### src/hw/rtl/fsfe_pkg.sv
// Shared types and character constants for the f-string field end scanner.
`timescale 1ns / 1ps
package fsfe_pkg;

	localparam logic [7:0] CHR_HASH    = 8'h23;
	localparam logic [7:0] CHR_COLON   = 8'h3A;
	localparam logic [7:0] CHR_LBRACE  = 8'h7B;
	localparam logic [7:0] CHR_RBRACE  = 8'h7D;
	localparam logic [7:0] CHR_LPAREN  = 8'h28;
	localparam logic [7:0] CHR_LBRACK  = 8'h5B;
	localparam logic [7:0] CHR_RPAREN  = 8'h29;
	localparam logic [7:0] CHR_RBRACK  = 8'h5D;
	localparam logic [7:0] CHR_SQUOTE  = 8'h27;
	localparam logic [7:0] CHR_DQUOTE  = 8'h22;
	localparam logic [7:0] CHR_BSLASH  = 8'h5C;
	localparam logic [7:0] CHR_LF      = 8'h0A;
	localparam logic [7:0] CHR_CR      = 8'h0D;

	localparam int QUEUE_DEPTH = 4;

	typedef struct packed {
		logic [7:0]  ch;
		logic        first;
		logic        last;
		logic [15:0] base_index;
	} byte_item_t;

	typedef struct packed {
		logic        found;
		logic [15:0] position;
	} res_item_t;

	typedef enum logic [3:0] {
		CC_OTHER,
		CC_HASH,
		CC_SQUOTE,
		CC_DQUOTE,
		CC_OPEN,
		CC_CLOSE,
		CC_COLON,
		CC_LBRACE,
		CC_RBRACE,
		CC_BSLASH,
		CC_EOL
	} char_class_t;

	typedef struct packed {
		char_class_t cls;
		logic        first;
		logic        last;
		logic [15:0] base_index;
	} cls_item_t;

	typedef enum logic [2:0] {
		LEX_CODE,
		LEX_COMMENT,
		LEX_OPENING,
		LEX_SINGLE,
		LEX_TRIPLE
	} lex_mode_t;

endpackage

### src/hw/rtl/fsfe_front.sv
// Front end: accepts raw bytes and classifies them for the scanner.
`timescale 1ns / 1ps
module fsfe_front (
	input  logic                byte_valid,
	output logic                byte_ready,
	input  fsfe_pkg::byte_item_t byte_item,
	input  logic                q_full,
	output logic                q_push,
	output fsfe_pkg::cls_item_t q_item
);
	import fsfe_pkg::*;

	char_class_t cls;

	always_comb begin
		unique case (byte_item.ch)
			CHR_HASH:               cls = CC_HASH;
			CHR_SQUOTE:             cls = CC_SQUOTE;
			CHR_DQUOTE:             cls = CC_DQUOTE;
			CHR_LPAREN, CHR_LBRACK: cls = CC_OPEN;
			CHR_RPAREN, CHR_RBRACK: cls = CC_CLOSE;
			CHR_COLON:              cls = CC_COLON;
			CHR_LBRACE:             cls = CC_LBRACE;
			CHR_RBRACE:             cls = CC_RBRACE;
			CHR_BSLASH:             cls = CC_BSLASH;
			CHR_LF, CHR_CR:         cls = CC_EOL;
			default:                cls = CC_OTHER;
		endcase
	end

	assign byte_ready        = !q_full;
	assign q_push            = byte_valid && !q_full;
	assign q_item.cls        = cls;
	assign q_item.first      = byte_item.first;
	assign q_item.last       = byte_item.last;
	assign q_item.base_index = byte_item.base_index;

endmodule

### src/hw/rtl/fsfe_queue.sv
// Small FIFO of classified bytes between the front end and the scanner.
`timescale 1ns / 1ps
module fsfe_queue (
	input  logic                clk,
	input  logic                arst_n,
	input  logic                push,
	input  fsfe_pkg::cls_item_t push_item,
	output logic                full,
	input  logic                pop,
	output logic                head_valid,
	output fsfe_pkg::cls_item_t head_item
);
	import fsfe_pkg::*;

	localparam int PW = $clog2(QUEUE_DEPTH);
	localparam int CW = $clog2(QUEUE_DEPTH + 1);

	cls_item_t         mem_q [QUEUE_DEPTH];
	logic [PW-1:0]     wr_ptr_q;
	logic [PW-1:0]     rd_ptr_q;
	logic [CW-1:0]     count_q;

	assign full       = count_q == CW'(QUEUE_DEPTH);
	assign head_valid = count_q != '0;
	assign head_item  = mem_q[rd_ptr_q];

	always_ff @(posedge clk) begin
		if (push) begin
			mem_q[wr_ptr_q] <= push_item;
		end
	end

	always_ff @(posedge clk or negedge arst_n) begin
		if (!arst_n) begin
			wr_ptr_q <= '0;
			rd_ptr_q <= '0;
			count_q  <= '0;
		end else begin
			if (push) begin
				wr_ptr_q <= wr_ptr_q + PW'(1);
			end
			if (pop) begin
				rd_ptr_q <= rd_ptr_q + PW'(1);
			end
			if (push && !pop) begin
				count_q <= count_q + CW'(1);
			end else if (pop && !push) begin
				count_q <= count_q - CW'(1);
			end
		end
	end

endmodule

### src/hw/rtl/fsfe_back.sv
// Back end: brace, group and lexical mode tracking plus the result register.
`timescale 1ns / 1ps
module fsfe_back #(
	parameter int MAX_NEST   = 31,
	parameter int INDEX_BITS = 16
) (
	input  logic                clk,
	input  logic                arst_n,
	input  logic                head_valid,
	input  fsfe_pkg::cls_item_t head_item,
	output logic                pop,
	output logic                res_valid,
	input  logic                res_ready,
	output fsfe_pkg::res_item_t res_item
);
	import fsfe_pkg::*;

	localparam int BW = $clog2(MAX_NEST + 1);
	localparam int GW = BW + 1;
	localparam logic [BW-1:0]        BMAX = BW'(MAX_NEST);
	localparam logic signed [GW-1:0] GMAX = GW'(MAX_NEST);
	localparam logic signed [GW-1:0] GMIN = -GMAX;

	logic [BW-1:0]         brace_q;
	logic signed [GW-1:0]  group_q;
	logic                  spec_q;
	lex_mode_t             lex_q;
	logic                  qchar_q;
	logic [1:0]            run_q;
	logic                  esc_q;
	logic [INDEX_BITS-1:0] cursor_q;
	logic                  finished_q;
	logic                  out_valid_q;
	res_item_t             out_q;

	logic [BW-1:0]         brace_c, brace_n;
	logic signed [GW-1:0]  group_c, group_n;
	logic                  spec_c, spec_n;
	lex_mode_t             lex_c, lex_n, code_lex;
	logic                  qchar_c, qchar_n;
	logic [1:0]            run_c, run_n;
	logic                  esc_c, esc_n;
	logic [INDEX_BITS-1:0] cursor_c;
	logic                  finished_c;
	logic                  is_q, code_act, hit, emit;
	char_class_t           cls;

	assign cls        = head_item.cls;
	assign brace_c    = head_item.first ? '0 : brace_q;
	assign group_c    = head_item.first ? '0 : group_q;
	assign spec_c     = head_item.first ? 1'b0 : spec_q;
	assign lex_c      = head_item.first ? LEX_CODE : lex_q;
	assign qchar_c    = head_item.first ? 1'b0 : qchar_q;
	assign run_c      = head_item.first ? 2'd0 : run_q;
	assign esc_c      = head_item.first ? 1'b0 : esc_q;
	assign cursor_c   = head_item.first ? INDEX_BITS'(head_item.base_index) : cursor_q;
	assign finished_c = head_item.first ? 1'b0 : finished_q;

	assign is_q     = qchar_c ? (cls == CC_DQUOTE) : (cls == CC_SQUOTE);
	assign code_act = (lex_c == LEX_CODE) ||
			((lex_c == LEX_OPENING) && (run_c >= 2'd2) && !is_q);

	always_comb begin
		code_lex = LEX_CODE;
		if (!spec_c && cls == CC_HASH) begin
			code_lex = LEX_COMMENT;
		end else if (!spec_c && (cls == CC_SQUOTE || cls == CC_DQUOTE)) begin
			code_lex = LEX_OPENING;
		end
	end

	// next lexical mode
	always_comb begin
		lex_n = lex_c;
		unique case (lex_c)
			LEX_COMMENT: begin
				if (cls == CC_EOL) lex_n = LEX_CODE;
			end
			LEX_OPENING: begin
				if (run_c >= 2'd2) lex_n = is_q ? LEX_TRIPLE : code_lex;
				else if (!is_q) lex_n = LEX_SINGLE;
			end
			LEX_SINGLE: begin
				if (!esc_c && cls != CC_BSLASH && is_q) lex_n = LEX_CODE;
			end
			LEX_TRIPLE: begin
				if (!esc_c && cls != CC_BSLASH && is_q && run_c >= 2'd2) lex_n = LEX_CODE;
			end
			default: lex_n = code_lex;
		endcase
	end

	// counters, flags and hit detection
	always_comb begin
		brace_n = brace_c;
		group_n = group_c;
		spec_n  = spec_c;
		qchar_n = qchar_c;
		run_n   = run_c;
		esc_n   = esc_c;
		hit     = 1'b0;
		unique case (lex_c)
			LEX_OPENING: begin
				if (run_c >= 2'd2) begin
					run_n = 2'd0;
					if (is_q) esc_n = 1'b0;
				end else if (is_q) begin
					run_n = 2'd2;
				end else begin
					run_n = 2'd0;
					if (cls == CC_BSLASH) esc_n = 1'b1;
				end
			end
			LEX_SINGLE: begin
				if (esc_c) esc_n = 1'b0;
				else if (cls == CC_BSLASH) esc_n = 1'b1;
			end
			LEX_TRIPLE: begin
				if (esc_c) begin
					esc_n = 1'b0;
				end else if (cls == CC_BSLASH) begin
					esc_n = 1'b1;
					run_n = 2'd0;
				end else if (!is_q || run_c >= 2'd2) begin
					run_n = 2'd0;
				end else begin
					run_n = run_c + 2'd1;
				end
			end
			default: ;
		endcase
		if (code_act) begin
			priority if (!spec_c && cls == CC_HASH) begin
			end else if (!spec_c && (cls == CC_SQUOTE || cls == CC_DQUOTE)) begin
				qchar_n = (cls == CC_DQUOTE);
				run_n   = 2'd1;
				esc_n   = 1'b0;
			end else if (!spec_c && cls == CC_OPEN) begin
				if (group_c < GMAX) group_n = group_c + GW'(1);
			end else if (!spec_c && cls == CC_CLOSE) begin
				if (group_c > GMIN) group_n = group_c - GW'(1);
			end else if (cls == CC_COLON && brace_c == '0 && group_c == '0) begin
				spec_n = 1'b1;
			end else if (cls == CC_LBRACE) begin
				if (brace_c < BMAX) brace_n = brace_c + BW'(1);
			end else if (cls == CC_RBRACE) begin
				if (brace_c == '0) hit = 1'b1;
				else brace_n = brace_c - BW'(1);
			end else begin
			end
		end
	end

	assign pop       = head_valid && (!out_valid_q || res_ready);
	assign emit      = !finished_c && (hit || head_item.last);
	assign res_valid = out_valid_q;
	assign res_item  = out_q;

	always_ff @(posedge clk or negedge arst_n) begin
		if (!arst_n) begin
			brace_q     <= '0;
			group_q     <= '0;
			spec_q      <= 1'b0;
			lex_q       <= LEX_CODE;
			qchar_q     <= 1'b0;
			run_q       <= 2'd0;
			esc_q       <= 1'b0;
			cursor_q    <= '0;
			finished_q  <= 1'b0;
			out_valid_q <= 1'b0;
		end else begin
			if (pop && emit) begin
				out_valid_q <= 1'b1;
			end else if (res_ready) begin
				out_valid_q <= 1'b0;
			end
			if (pop) begin
				cursor_q   <= cursor_c + INDEX_BITS'(1);
				finished_q <= finished_c || hit || head_item.last;
				brace_q    <= finished_c ? brace_c : brace_n;
				group_q    <= finished_c ? group_c : group_n;
				spec_q     <= finished_c ? spec_c : spec_n;
				lex_q      <= finished_c ? lex_c : lex_n;
				qchar_q    <= finished_c ? qchar_c : qchar_n;
				run_q      <= finished_c ? run_c : run_n;
				esc_q      <= finished_c ? esc_c : esc_n;
			end
		end
	end

	always_ff @(posedge clk) begin
		if (pop && emit) begin
			out_q.found    <= hit;
			out_q.position <= hit ? 16'(cursor_c) : 16'd0;
		end
	end

endmodule

### src/hw/rtl/fstring_field_end_scanner_core.sv
// Top level of the f-string field end scanner.
`timescale 1ns / 1ps
// Takes one byte of replacement-field text per cycle while byte_ready is
// high. Reports, once per scan, either the index of the closing top-level
// brace (found = 1) or, on the last byte, found = 0. A byte with first set
// restarts the scan at base_index; bytes after a result are consumed
// silently until the next first. Sustained rate is one byte per clock
// while results are taken: the scanner state updates once per byte. A byte
// passes through the byte queue and then the result register; a four-entry
// queue between the classifier and the scanner absorbs result-side stalls.
module fstring_field_end_scanner_core #(
	parameter int MAX_NEST   = 31,
	parameter int INDEX_BITS = 16
) (
	input  logic                 clk,
	input  logic                 arst_n,
	input  logic                 byte_valid,
	output logic                 byte_ready,
	input  fsfe_pkg::byte_item_t byte_item,
	output logic                 res_valid,
	input  logic                 res_ready,
	output fsfe_pkg::res_item_t  res_item
);
	import fsfe_pkg::*;

	logic      q_full;
	logic      q_push;
	logic      q_pop;
	logic      head_valid;
	cls_item_t push_item;
	cls_item_t head_item;

	fsfe_front u_front (
		.byte_valid (byte_valid),
		.byte_ready (byte_ready),
		.byte_item  (byte_item),
		.q_full     (q_full),
		.q_push     (q_push),
		.q_item     (push_item)
	);

	fsfe_queue u_queue (
		.clk        (clk),
		.arst_n     (arst_n),
		.push       (q_push),
		.push_item  (push_item),
		.full       (q_full),
		.pop        (q_pop),
		.head_valid (head_valid),
		.head_item  (head_item)
	);

	fsfe_back #(
		.MAX_NEST   (MAX_NEST),
		.INDEX_BITS (INDEX_BITS)
	) u_back (
		.clk        (clk),
		.arst_n     (arst_n),
		.head_valid (head_valid),
		.head_item  (head_item),
		.pop        (q_pop),
		.res_valid  (res_valid),
		.res_ready  (res_ready),
		.res_item   (res_item)
	);

endmodule

### config.mk
export PLATFORM = sky130hd
export DESIGN_NAME = fstring_field_end_scanner_core
export DESIGN_NICKNAME = d
export VERILOG_FILES = /design/src/hw/rtl/fsfe_pkg.sv /design/src/hw/rtl/fsfe_front.sv /design/src/hw/rtl/fsfe_queue.sv /design/src/hw/rtl/fsfe_back.sv /design/src/hw/rtl/fstring_field_end_scanner_core.sv
export SDC_FILE = /design/constraint.sdc
export NUM_CORES = 1
export LEC_CHECK = 0
export BUFFER_PORTS_ARGS = -buffer_cell sky130_fd_sc_hd__buf_4
export CORE_ASPECT_RATIO = 1.5
export CORE_UTILIZATION = 45
export CTS_CLUSTER_DIAMETER = 50
export DETAILED_ROUTE_END_ITERATION = 12
export PLACE_DENSITY_LB_ADDON = 0.15
export SYNTH_ARGS = -nofsm -noshare
export SYNTH_HDL_FRONTEND = slang
export SYNTH_SLANG_ARGS = --single-unit
export TNS_END_PERCENT = 30
### constraint.sdc
create_clock -name clk -period 5.27 [get_ports clk]
set_clock_uncertainty 0.1 [all_clocks]
set_input_delay 1.054 -clock clk [delete_from_list [all_inputs] [get_ports clk]]
set_output_delay 1.054 -clock clk [all_outputs]
set_load 0.01 [all_outputs]
Word-level counts from Yosys, hierarchy flattened. Memories as Yosys holds them, arrays and structs flattened. Index checks and enable logic that the tools add are counted.

Register bits after elaboration: 61. RAM bits: 88. Bits of input ports: 30. Output and inout port bits: 19. Logic and storage cells: 188. Memories kept: 1.

Add/subtract/negate cells: 10. Magnitude comparators: 4. Equality and inequality tests: 29. Muxes and demuxes: 87. Reductions and logical operators: 42.

Memory list: u_queue.mem_q (depth 4, bits a word 22, rd ports 1, clocked after memory_dff 0, wr ports 1, line fsfe_queue.sv:18) `cls_item_t mem_q [QUEUE_DEPTH];`.

Operator list (number): 5-bit two-way mux (12); 6-bit two-way mux (9); 8-bit by 6-bit equality test with 1-bit output (second input constant) (6); 8-bit by 7-bit equality test with 1-bit output (second input constant) (5); 4-bit case mux with 10 select lines (1); 1-bit two-way mux (39); 3-bit two-way mux (10); 2-bit two-way mux (12); 1-bit logical AND (17); 16-bit by 1-bit adder with 16-bit output (second input constant) (1); 4-bit by 3-bit equality test with 1-bit output (second input constant) (4); 8-bit by 4-bit equality test with 1-bit output (second input constant) (2); 16-bit two-way mux (1); 4-bit equality test (second input constant) (3); 3-bit case mux with 4 select lines (1); 4-bit by 2-bit equality test with 1-bit output (second input constant) (2); 1-bit zero test (8); 2-bit OR reduction (4); 1-bit logical OR (7); 2-bit by 1-bit adder with 2-bit output (second input constant) (3); 6-bit by 2-bit adder with 6-bit output (second input constant) (1); 3-bit by 2-bit equality test with 1-bit output (second input constant) (2); 3-bit equality test (second input constant) (2); 6-bit greater-than comparator (second input constant) (1); 18 further kinds (19).

Longest topological paths before layout. Gate-level depths: netlist of run 1. An unclocked memory read counts as a cell.

Depth in word-level cells: 16. Gate-level depth with buffers: 17. Depth with buffers taken out: 12.

By module. Synthesis of run 1 repeated with hierarchy kept, for this count alone.

Cell total of the unflattened synthesis: 675. Area total of the unflattened synthesis: 8230.4 um^2.

By module, submodules not included: fsfe_back (times used 1, cells each 470, area each 4191.5 um^2, sequential area each 1436.4 um^2); fsfe_queue (times used 1, cells each 149, area each 3606.0 um^2, sequential area each 2817.7 um^2); fsfe_front (times used 1, cells each 56, area each 432.9 um^2, sequential area each 0.0 um^2).

Worst setup path before layout of run 1. No wires, ideal clock.

Path kind: reg2reg. Start: register u_queue.rd_ptr_q[0]. End: register u_back.out_q, in the netlist u_back.res_item[0] (enable). Setup time: 390 ps. Arrival time: 3799 ps. Required time: 4780 ps. Slack: 980 ps. Cell stages (with the launch flop): 17. Buffers on the path: 6. Clock period less this slack: 4290 ps. Cell sequence: dfrtp_1 -> buf_6 -> mux4_2 -> buf_6 -> buf_8 -> buf_2 -> buf_2 -> clkbuf_1 -> nor2b_1 -> inv_1 -> ha_1 -> o21ai_0 -> nor4_1 -> a21oi_1 -> a21boi_2 -> a21oi_1 -> nor2_1.

Word-level cells in the longest chain between the ends: 15. Elaborated cells on any way between the ends: 47. Classes of those cells: 1 x order compare; 9 x eq/ne; 17 x mux; 19 x reduce/logical; 1 x memory.

RTL lines: from (decl) (line fsfe_queue.sv:20) `logic [PW-1:0] rd_ptr_q;`; from (signal assigned) (line fsfe_queue.sv:43) `rd_ptr_q <= rd_ptr_q + PW'(1);`; memory 4 x 22 bit *; 5-bit two-way mux (line fsfe_back.sv:49) `assign brace_c = head_item.first ? '0 : brace_q;`; 5-bit zero test (line fsfe_back.sv:142, fsfe_back.sv:147); 1-bit two-way mux (line fsfe_back.sv:147) `if (brace_c == '0) hit = 1'b1;`; 1-bit two-way mux (line fsfe_back.sv:146) `end else if (cls == CC_RBRACE) begin`; 1-bit two-way mux (line fsfe_back.sv:144) `end else if (cls == CC_LBRACE) begin`; 1-bit two-way mux (line fsfe_back.sv:142) `end else if (cls == CC_COLON && brace_c == '0 && group_c == '0) begin`; 1-bit two-way mux (line fsfe_back.sv:140) `end else if (!spec_c && cls == CC_CLOSE) begin`; 1-bit two-way mux (line fsfe_back.sv:138) `end else if (!spec_c && cls == CC_OPEN) begin`; 1-bit two-way mux (line fsfe_back.sv:134) `end else if (!spec_c && (cls == CC_SQUOTE || cls == CC_DQUOTE)) begin`; 1-bit two-way mux (line fsfe_back.sv:133) `priority if (!spec_c && cls == CC_HASH) begin`; 1-bit two-way mux (line fsfe_back.sv:132) `if (code_act) begin`; 1-bit logical OR (line fsfe_back.sv:155) `assign emit = !finished_c && (hit || head_item.last);`; 1-bit logical AND * (line fsfe_back.sv:155); 1-bit logical AND * (line fsfe_back.sv:192) `if (pop && emit) begin`; to (decl) (line fsfe_back.sv:34) `res_item_t out_q;`.

Mark *: on every way between the ends. The rest lies on a longest branch, timed or not. A chain may end at the register's enable or synchronous reset.

Worst setup path in the final report of run 1.
Start: register u_queue.rd_ptr_q[0]. End: register u_back.out_q, in the netlist u_back.res_item[1] (enable).

Same word-level chain as after synthesis.

==> results.md, run 1 <==
* Status: finished clean
* CP Class: reg -> reg
* Initial antenna violation count at 0
* DIE HEIGHT at 161 um
* Synth Instances at 626
* Layout cells sized above 1 at 0.183
* Full die area at 17300 um^2
* CTS root buffer: clkbuf_16
* Synthesized area at 7550 um^2
* H-tree levels at 4
* First-pass GRT wire length at 26100 um
* GRT Resource Usage Total at 0.197
* Worst setup SP type: register
* Clock slew at reported path FFs at 0.06 ns
* Mean post-synth cell area at 12.1 um^2
* Tightest Pin Transition at 0.843 ns
* Clk sinks at 149
* Final net count at 712
* Crit path arrival time at 3.83 ns
* Total congestion overflow at 0
* Die width at 108 um
* Tmin final at 3.83 ns
* Design area at 8670 um^2
* R2R Setup Slk at 1.44 ns
* Max Root-Sink Buffers at 2
* Min-delay worst type: reg -> reg
* Setup TNS at 0 ns
* Max Fclk at 261 MHz
* Post-Syn Nets at 669
* Post-CTS Setup Bufs at 0
* Remaining antenna violation count after routing at 0
* YS warnings at 0
* Remaining DRCs at 0
* Asr flop ratio synth at 0.295
* MaxCap Viol Count at 0
* # diodes at 0
* Place WS at 1.40 ns
* Max-slew headroom at 0.434
* Synth Register Bits at 149
* RSZ-0062 raised after global routing: no
* Vias in the first global route at 5079
* Vias per cell at 5.77
* Core area at 16300 um^2
* Commonest non-fill, non-tap cells in the layout: edfxtp_1 (105), buf_4 (59), nand2_1 (57)
* Slew Limit Fails at 0
* DRT iter0 DRCs at 287
* Clk_lat worst skew at 0.41 ns
* Hold_buf cts at 0
* Number of gates resized after cts at 0
* Routed wire length at 15900 um
* Worst setup EP type: register
* Most used DFF post-synth: edfxtp_1
* CTS buffer count at 17
* Post-detail-place hpwl at 10900 um
* P&R area growth vs syn at 14.8%
* Most common cell after layout, fill and taps aside: edfxtp_1
* WL/cell at 17.9 um
* I/O pin cnt at 49
* Final Setup Violations at 0
* Peak supply drop at 0.285 mV
* Final Worst Setup Slack at 1.44 ns
* CP endpoint: u_back.res_item[1]
* Port buffer count at 48
* Final Cycle Share at 0.726
* Crit path max fanout at 21
* Largest net degree at the start of global routing at 45
* RR Endpoint: u_back.res_item[1]
* Post-synth EDFFs at 105
* WP data required at 5.27 ns
* Placement Cell Area at 8080 um^2
* Crit. Startpoint: u_queue.rd_ptr_q[0]
* Seq/Total Area, Yosys at 0.563
* CTS tree: done
* Synth cell types at 73
* Initial Util at 0.462
* Drt pass-1 iters at 5
* Worst r2r path cells at 11
* Gp weighted congestion at 0.871
* Final hold vios at 0
* Leak Pwr at 3.24 nW
* RR Startpoint: u_queue.rd_ptr_q[0]
* PD cells at 618 nW/um^2
* FP Rows at 57
* Via count at 5127
-- stage by stage --
stage	cells	hold slack [ns]	power, mW	utilization
3_3_place_gp	856	0.361	4.13	0.495
6_report	888	0.376	5.36	0.531
4_1_cts	888	0.381	5.39	0.531
2_1_floorplan	626	0.345	3.54	-
3_5_place_dp	856	0.366	4.19	0.495
5_1_grt	888	0.410	5.70	0.531
-- final cells by class --
type | count | area (um^2)
clock buffers | 18 | 429
clock inverters | 14 | 159
fillers | 1380 | 7660
inverters | 21 | 78.8
multi-input cells | 421 | 3050
flip-flops and latches | 149 | 4250
well taps | 206 | 258
repair buffers | 59 | 443
-- kinds of logic (layout without fill, tap and decap cells) --
group	Yosys count	after routing	synth area share
multiplexers	44	44	0.0968
XOR/XNOR	22	22	0.0255
adder cells (fa/ha/maj)	13	13	0.0225
AND/OR/NAND/NOR	209	209	0.141
flip-flops	149	149	0.563
buffers and inverters	56	112	0.0336
AO/OA/AOI/OAI	133	133	0.118
-- worst min path at each step --
| stage | start | endpoint | cells after the start |
|---|---|---|---|
| final | u_back.cursor_q[9] | u_back.cursor_q[9] | 2 |
| after global routing | u_back.cursor_q[11] | u_back.cursor_q[11] | 2 |
| after CTS | u_back.cursor_q[9] | u_back.cursor_q[9] | 2 |
| after detailed placement | u_back.cursor_q[9] | u_back.cursor_q[9] | 2 |
| after global placement | u_back.cursor_q[9] | u_back.cursor_q[9] | 2 |
| after floorplan | u_back.cursor_q[1] | u_back.cursor_q[1] | 2 |
-- routing by layer --
metal | track usage | share of wire | vias up
met5 | 0 | 0 | -
met4 | 0.0697 | 0.017 | 0
met3 | 0.0341 | 0.042 | 21
met2 | 0.346 | 0.52 | 150
met1 | 0.239 | 0.42 | 2512
li1 | - | - | 2444
-- worst max-delay path, cell delays in order, from the launching register on --
cell	delay (ns)
dfrtp_1	0.63
mux4_2	0.81
nor2b_1	0.25
inv_1	0.07
ha_1	0.21
o21ai_0	0.25
nor4_1	0.17
a21oi_1	0.19
a21boi_2	0.31
a21oi_1	0.15
nor2_1	0.13
buf_4	0.25
-- power by group --
part | switching (mW) | internal (mW) | leakage (nW)
sequential | 0.210 | 1.64 | 1.54
combinational | 1.41 | 0.894 | 1.41
clock | 0.519 | 0.675 | 0.292
total | 2.14 | 3.21 | 3.24
-- sequential cells by signal, summed over array words and instances, names as in the netlist --
| signal | flops |
|---|---|
| u_back.cursor_q | 16 |
| u_back.group_q | 6 |
| u_queue.wr_ptr_q | 2 |
| u_back.res_item | 17 |
| u_queue.count_q | 3 |
| u_back.brace_q | 5 |
| u_back.qchar_q | 1 |
| u_back.finished_q | 1 |
| u_back.spec_q | 1 |
| u_back.res_valid | 1 |
| u_back.esc_q | 1 |
| u_back.lex_q | 3 |
| u_queue.mem_q | 88 |
| u_back.run_q | 2 |
| u_queue.rd_ptr_q | 2 |
-- cells in the mapped netlist, drive strengths merged (5+ instances only) --
cell type  instances  area (um^2)
nor3              24          136
inv               21         78.8
nand2b            15         93.8
mux2i             19          190
o22ai              6         37.5
or3               14         87.6
ha                12          150
nor2b              6         37.5
mux4              22          507
nand3b             6         57.6
xor2              11         96.3
and3               8         50.1
o31ai              5         37.5
a32oi              6         52.6
xnor2             11         96.3
buf               16          104
nand3             12         60.1
clkbuf            19         71.3
nand2             58          220
nor2              49          184
dfrtp             44         1100
a21oi             27          135
o21ai             42          225
edfxtp           105         3150
(Power assumes the default switching activity.)
==> run 2: changes to the inputs <==
--- a/config.mk
+++ b/config.mk
@@ -5,6 +5,7 @@
 export SDC_FILE = /design/constraint.sdc
 export NUM_CORES = 1
 export LEC_CHECK = 0
+export ABC_AREA = 1
 export BUFFER_PORTS_ARGS = -buffer_cell sky130_fd_sc_hd__buf_4
 export CORE_ASPECT_RATIO = 1.5
 export CORE_UTILIZATION = 45
==> constraint.sdc (replaced) <==
create_clock -name clk -period 3.96 [get_ports clk]
set_clock_uncertainty 0.1 [all_clocks]
set_input_delay 0.792 -clock clk [delete_from_list [all_inputs] [get_ports clk]]
set_output_delay 0.792 -clock clk [all_outputs]
set_load 0.01 [all_outputs]
==> run 2 against run 1 <==
Against the previous run: critical path depth increased by 3; largest power group unchanged; core utilization about the same; flip-flop and latch count unchanged; setup slack got worse by 0.71 ns; synthesized cell count increased by 54%; power increased by 49%; count of clock-buffer cells in the layout decreased by 1; via count increased by 27%; critical path type unchanged; global-route usage increased by 2.7 points; highest routed layer unchanged; die area increased by 5.8%.
==> results.md, run 2 <==
* Multi-input gate area at 3190 um^2 (+4.6%)
* Worst setup SP type: register
* Setup TNS at 0 ns (unchanged)
* Layout cells sized above 1 at 0.129 (-0.0538)
* Status: finished clean
* Slowest-stage cell, CP: dfrtp_1
* Filler cells at 1602 (+16%)
* Final Worst Setup Slack at 0.731 ns (-0.712 ns)
* Final Setup Violations at 0 (unchanged)
* WL/cell at 15.6 um (-13%)
* FP Rows at 59 (+3.5%)
* Count leader, synth: nand2_1
* Clk sinks at 149 (unchanged)
* Initial antenna violation count at 0 (unchanged)
* Top reg by flops: u_queue.mem_q
* Mean post-synth cell area at 8.27 um^2 (-31%)
* MaxCap Viol Count at 0 (unchanged)
* Synth area leaders: edfxtp_1 (39%), dfrtp_1 (14%), nand2_1 (13%)
* Port buffer count at 48 (unchanged)
* CTS root buffer: clkbuf_16
* Most common cell on crit path: nand2_1
* P&R area growth vs syn at 15.1%
* Switch Pwr at 3.64 mW (+70%)
* Crit path max fanout at 19 (-9.5%)
* CP Class: reg -> reg
* Total power at 7.95 mW (+49%)
* Asr flop ratio synth at 0.295 (unchanged)
* RR Endpoint: u_back.res_item[13]
* Die width at 111 um (+2.8%)
* Hold_buf cts at 0 (unchanged)
* YS warnings at 0 (unchanged)
* Synth cell types at 36 (-51%)
* Tightest Pin Transition at 0.696 ns (-0.147 ns)
* Full die area at 18300 um^2 (+5.8%)
* Final hold vios at 0 (unchanged)
* Crit path arrival time at 3.24 ns (-0.59 ns)
* Initial Util at 0.461 (-0.00154)
* Remaining antenna violation count after routing at 0 (unchanged)
* Clk_lat worst skew at 0.44 ns (+0.03 ns)
* RR Startpoint: u_queue.rd_ptr_q[1]
* I/O pin cnt at 49 (unchanged)
* Tmin final at 3.23 ns (-0.598 ns)
* Synth Instances at 967 (+54%)
* Critical Path Max Stage Delay at 0.57 ns (-0.24 ns)
* Max-slew headroom at 0.530 (+0.0962)
* Seq/Total Area, Yosys at 0.532 (-0.0312)
* # diodes at 0 (unchanged)
* Leak Pwr at 4.11 nW (+27%)
* Internal power at 4.32 mW (+34%)
* Routed wire length at 19400 um (+22%)
* Vias per cell at 5.21 (-9.7%)
* R2R Setup Slk at 0.73 ns (-0.71 ns)
* Drt pass-1 iters at 6 (+1)
* Final Cycle Share at 0.815 (+0.0893)
* CTS tree: done
* Comb power frac at 0.488 (+0.057)
* Number of gates resized after cts at 0 (unchanged)
* Flop pwr share at 0.303 (-0.043)
* Yosys top cell area share at 0.394 (-0.0231)
* Post-Syn Nets at 1010 (+51%)
* Core area at 17300 um^2 (+6.2%)
* Clock power frac at 0.209 (-0.014)
* Peak supply drop at 0.427 mV (+50%)
* Vias in the first global route at 6349 (+25%)
* Most common cell after layout, fill and taps aside: nand2_1
* Max Root-Sink Buffers at 2 (unchanged)
* Most used DFF post-synth: edfxtp_1
* Post-detail-place hpwl at 13900 um (+27%)
* First-pass GRT wire length at 31700 um (+21%)
* Remaining DRCs at 0 (unchanged)
* Final net count at 1065 (+50%)
* Post-synth top area cell: edfxtp_1
* Clock slew at reported path FFs at 0.07 ns (about the same)
* RSZ-0062 raised after global routing: no
* H-tree levels at 4 (unchanged)
* Worst-path cell chain: inv_2 > nand3_1 > nand2_1 > buf_4 > nand2_1 > nand3_1 > inv_1 > nand2_1 > clkinv_1 > nand2_2 > o21ai_1 > nand2_1 > nor2_1 > buf_4
* Reg area at 4250 um^2 (unchanged)
* GRT Resource Usage Total at 0.223 (+0.0266)
* Top post-synthesis cells by count: nand2_1 (285), nor2_1 (138), edfxtp_1 (105), inv_1 (100), nand3_1 (67)
* Total congestion overflow at 0 (unchanged)
* Via count at 6506 (+27%)
* Min-delay worst type: in -> async
* Commonest non-fill, non-tap cells in the layout: nand2_1 (285), nor2_1 (134), edfxtp_1 (105)
* Finished Core Util at 0.530 (about the same)
* Max Fclk at 310 MHz (+19%)
* Synthesized area at 7990 um^2 (+5.9%)
* Slew Limit Fails at 0 (unchanged)
* Crit. Startpoint: u_queue.rd_ptr_q[1]
* Worst r2r path cells at 14 (+3)
* CP endpoint: u_back.res_item[13]
* Place WS at 0.748 ns (-0.655 ns)
* PD cells at 865 nW/um^2 (+40%)
* Largest register FFs at 88 (unchanged)
* Post-CTS Setup Bufs at 0 (unchanged)
* CTS buffer count at 17 (unchanged)
* Gp weighted congestion at 0.938 (+7.7%)
* WP data required at 3.98 ns (-1.29 ns)
* Post-synth EDFFs at 105 (unchanged)
* DRT iter0 DRCs at 354 (+23%)
* Worst setup EP type: register
* DIE HEIGHT at 165 um (+2.9%)
* Net switching share of the total power at 0.457 (+0.0572)
* Synth Register Bits at 149 (unchanged)
* Hold Slack at 0.287 ns (-0.0894 ns)
* Largest net degree at the start of global routing at 45 (unchanged)
## run 2: cell count changes in the layout (fill, tap and decap cells not counted), moves of 9 or more
| cell | previous run | this run |
|---|---|---|
| inv_1 | 21 | 100 |
| mux2i_1 | 18 | 0 |
| mux4_2 | 19 | 0 |
| nand2_1 | 57 | 285 |
| nand2b_1 | 15 | 0 |
| nand3_1 | 12 | 67 |
| nand4_1 | 4 | 18 |
| nor2_1 | 49 | 134 |
| nor2_2 | 0 | 11 |
| nor3_1 | 22 | 5 |
| o21ai_0 | 39 | 61 |
| o21ai_1 | 1 | 16 |
| or3_1 | 14 | 0 |
| xnor2_1 | 11 | 2 |
## run 2: critical path: cells and delay by family (launching register included)
kind                   cells  cell delay [ns]
AOI/OAI and AO/OA          1             0.16
buffers and inverters      5             0.91
DFF                        1             0.57
and+or+nand+nor            8             1.18
## run 2: cell families after synthesis
logic type	share of synthesized area
AO/OA/AOI/OAI	0.0823
XOR/XNOR	0.0110
adder cells (fa/ha/maj)	0.0213
buffers and inverters	0.0712
flip-flops	0.532
AND/OR/NAND/NOR	0.282
## run 2: worst min-delay path by stage
stage / startpoint / end / cells past startpoint
3_5_place_dp: u_back.cursor_q[1] / u_back.cursor_q[1] / 2
4_1_cts: arst_n / u_back.cursor_q[4] / 1
6_report: arst_n / u_back.cursor_q[4] / 1
2_1_floorplan: u_back.cursor_q[1] / u_back.cursor_q[1] / 2
3_3_place_gp: u_back.cursor_q[1] / u_back.cursor_q[1] / 2
5_1_grt: arst_n / u_back.cursor_q[4] / 1
## run 2: layout make-up
cell class	count	area share
sequential	149	0.463
multi-input combinational	681	0.346
timing repair buffer	63	0.0514
clock buffer	17	0.0463
inverter	110	0.0449
tap	213	0.0290
clock inverter	15	0.0196
## run 2: per-layer routing
metal | wire [um] | vias to the layer above | track usage
li1 | - | 3277 | -
met1 | 7860 | 3020 | 0.248
met2 | 10100 | 155 | 0.407
met3 | 643 | 54 | 0.0361
met4 | 765 | 0 | 0.125
met5 | 0 | - | 0
## run 2: power groups by stage
stage | clock network, mW | logic [mW] | registers, mW
after floorplan | 0 | 2.76 | 2.43
after global placement | 0 | 3.88 | 2.44
after detailed placement | 0 | 3.89 | 2.44
after CTS | 1.69 | 3.91 | 2.41
after global routing | 1.75 | 4.40 | 2.46
final | 1.66 | 3.88 | 2.41
## run 2: metrics by stage
| stage | instances | instance area [um^2] |
|---|---|---|
| after floorplan | 967 | 7990 |
| after global placement | 1216 | 8590 |
| after detailed placement | 1216 | 8590 |
| after CTS | 1248 | 9200 |
| after global routing | 1248 | 9200 |
| final | 1248 | 9200 |
==> run 3: changes to the inputs <==
==> constraint.sdc (replaced) <==
create_clock -name clk -period 2.7 [get_ports clk]
set_clock_uncertainty 0.1 [all_clocks]
set_input_delay 0.54 -clock clk [delete_from_list [all_inputs] [get_ports clk]]
set_output_delay 0.54 -clock clk [all_outputs]
set_load 0.01 [all_outputs]
==> run 3 against run 2 <==
Against the previous run: power rose by 55%; flip-flop and latch count unchanged; die area stayed put; maximum frequency is 26% higher; count of clock-buffer cells in the layout unchanged; critical path depth shrank 2; routed wire length grew 1.8%; non-clock buffer count grew 23; via count increased by 2.0%; critical path type unchanged; largest cell class unchanged.
==> results.md, run 3 (synthesis gave the netlist of run 2 again) <==
* Status: finished clean
* H-tree levels at 4 (unchanged)
* Worst-path cell chain: buf_4 > nand3_1 > nand2_2 > nor2_1 > nand3_1 > nand3_2 > nand2_4 > nand2_2 > o21ai_1 > nand2_1 > nor2_4 > clkbuf_16
* Initial antenna violation count at 0 (unchanged)
* Peak supply drop at 0.715 mV (+68%)
* DRT iter0 DRCs at 308 (-13%)
* DIE HEIGHT at 165 um (unchanged)
* Slowest-stage cell, CP: dfrtp_1
* Min-delay worst type: in -> async
* Final Cycle Share at 0.947 (+0.132)
* Leak Pwr at 4.26 nW (+3.8%)
* Largest register FFs at 88 (unchanged)
* Routed wire length at 19800 um (+1.8%)
* RSZ-0062 raised after global routing: yes
* Critical Path Max Stage Delay at 0.43 ns (-0.14 ns)
* Core area at 17300 um^2 (unchanged)
* Fin cells at 1270 (+1.8%)
* CP Class: reg -> reg
* Tightest Pin Transition at 0.617 ns (-0.0794 ns)
* Largest net degree at the start of global routing at 45 (unchanged)
* Worst setup SP type: register
* MaxCap Viol Count at 0 (unchanged)
* Layout cells sized above 1 at 0.164 (+0.0342)
* Tmin final at 2.56 ns (-0.671 ns)
* Slew Limit Fails at 0 (unchanged)
* Drt pass-1 iters at 5 (-1)
* Largest delay contributor family on the critical path: simple AND/OR/NAND/NOR gates
* Initial Util at 0.461 (unchanged)
* First-pass GRT wire length at 31900 um (+0.63%)
* P&R area growth vs syn at 19.3%
* WP data required at 2.74 ns (-1.24 ns)
* Max Fclk at 391 MHz (+26%)
* GRT Resource Usage Total at 0.224 (+0.000498)
* Post-Place Cells at 1231 (+1.2%)
* FP Rows at 59 (unchanged)
* CTS tree: done
* # diodes at 0 (unchanged)
* Finished Core Util at 0.550 (+0.0195)
* CTS buffer count at 17 (unchanged)
* CTS root buffer: clkbuf_16
* Crit path max fanout at 21 (+2)
* Final Setup Violations at 0 (unchanged)
* Design area at 9540 um^2 (+3.7%)
* Most common cell after layout, fill and taps aside: nand2_1
* Hold_buf cts at 0 (unchanged)
* I/O pin cnt at 49 (unchanged)
* Max-slew headroom at 0.589 (+0.0589)
* Clock slew at reported path FFs at 0.06 ns (about the same)
* Place WS at 0.0499 ns (-0.698 ns)
* Placement Cell Area at 8770 um^2 (+2.1%)
* Total congestion overflow at 0 (unchanged)
* Gp weighted congestion at 0.896 (-4.5%)
* Via count at 6634 (+2.0%)
* Setup TNS at 0 ns (unchanged)
* Vias in the first global route at 6484 (+2.1%)
* Clk sinks at 149 (unchanged)
* Full die area at 18300 um^2 (unchanged)
* Final net count at 1088 (+2.2%)
* Final Worst Setup Slack at 0.142 ns (-0.589 ns)
* Commonest non-fill, non-tap cells in the layout: nand2_1 (278), nor2_1 (133), edfxtp_1 (105)
* Post-detail-place hpwl at 14100 um (+1.6%)
* Top reg by flops: u_queue.mem_q
* Worst Path Buf+Inv at 2 (-3)
* Max Root-Sink Buffers at 2 (unchanged)
* Clk_lat worst skew at 0.42 ns (-0.02 ns)
* Remaining antenna violation count after routing at 0 (unchanged)
* Die width at 111 um (unchanged)
* Remaining DRCs at 0 (unchanged)
* Crit path arrival time at 2.60 ns (-0.64 ns)
* PD cells at 1290 nW/um^2 (+49%)
* Vias per cell at 5.22 (+0.20%)
* Port buffer count at 48 (unchanged)
* Final hold vios at 0 (unchanged)
* Worst setup EP type: register
* WL/cell at 15.6 um (about the same)
## run 3: cell types whose count changed in the layout (fill, tap and decap cells not counted), moves of 3 or more
cell,change
buf_12,+4
buf_4,+13
buf_6,+4
clkinv_2,+4
inv_1,-4
inv_2,+3
inv_6,-6
inv_8,-3
nand2_1,-7
nand2_2,+5
nand3_1,-3
## run 3: power breakdown
part	total, mW	leakage, nW	internal, mW	switching (mW)
clock	2.35	0.288	1.44	0.907
sequential	3.53	1.54	3.22	0.311
combinational	6.43	2.44	2.21	4.22
## run 3: path summary, 6_finish.rpt
kind | startpoint | end | slack, ns | cells past startpoint
max | u_queue.rd_ptr_q[1] | u_back.res_item[1] | 0.14 | 12
min | arst_n | u_back.cursor_q[7] | 0.03 | 1
max reg2reg | u_queue.rd_ptr_q[1] | u_back.res_item[1] | 0.14 | 12
min reg2reg | u_back.spec_q | u_back.spec_q | 0.38 | 2
max in group asynchronous | arst_n | u_queue.rd_ptr_q[0] | 2.03 | 1
min in group clk | res_ready | u_back.res_valid | 0.20 | 2
## run 3: per-stage QoR
step	hold WS, ns	total power [mW]
finish	0.0265	12.3
CTS	0.0521	12.0
global route	0.0784	13.2
floorplan	0.144	7.65
detailed placement	0.370	9.62
global placement	0.363	9.57
## run 3: cell type report
cell class              instances  area [um^2]
fillers                      1605         7810
flip-flops and latches        149         4260
multi-input cells             681         3270
repair buffers                 86          746
clock buffers                  17          425
inverters                     110          418
well taps                     213          267
clock inverters                14          160
## run 3: repair_timing
action,in CTS,in global routing
buffers inserted,0,7
resized for setup,0,27
endpoints found under the setup margin,0,39
## run 3: routing by layer
metal	share of wire	global-route usage	routed length (um)
met5	0	0	0
met1	0.40	0.250	7850
met2	0.54	0.418	10600
met3	0.032	0.0358	635
met4	0.032	0.100	623
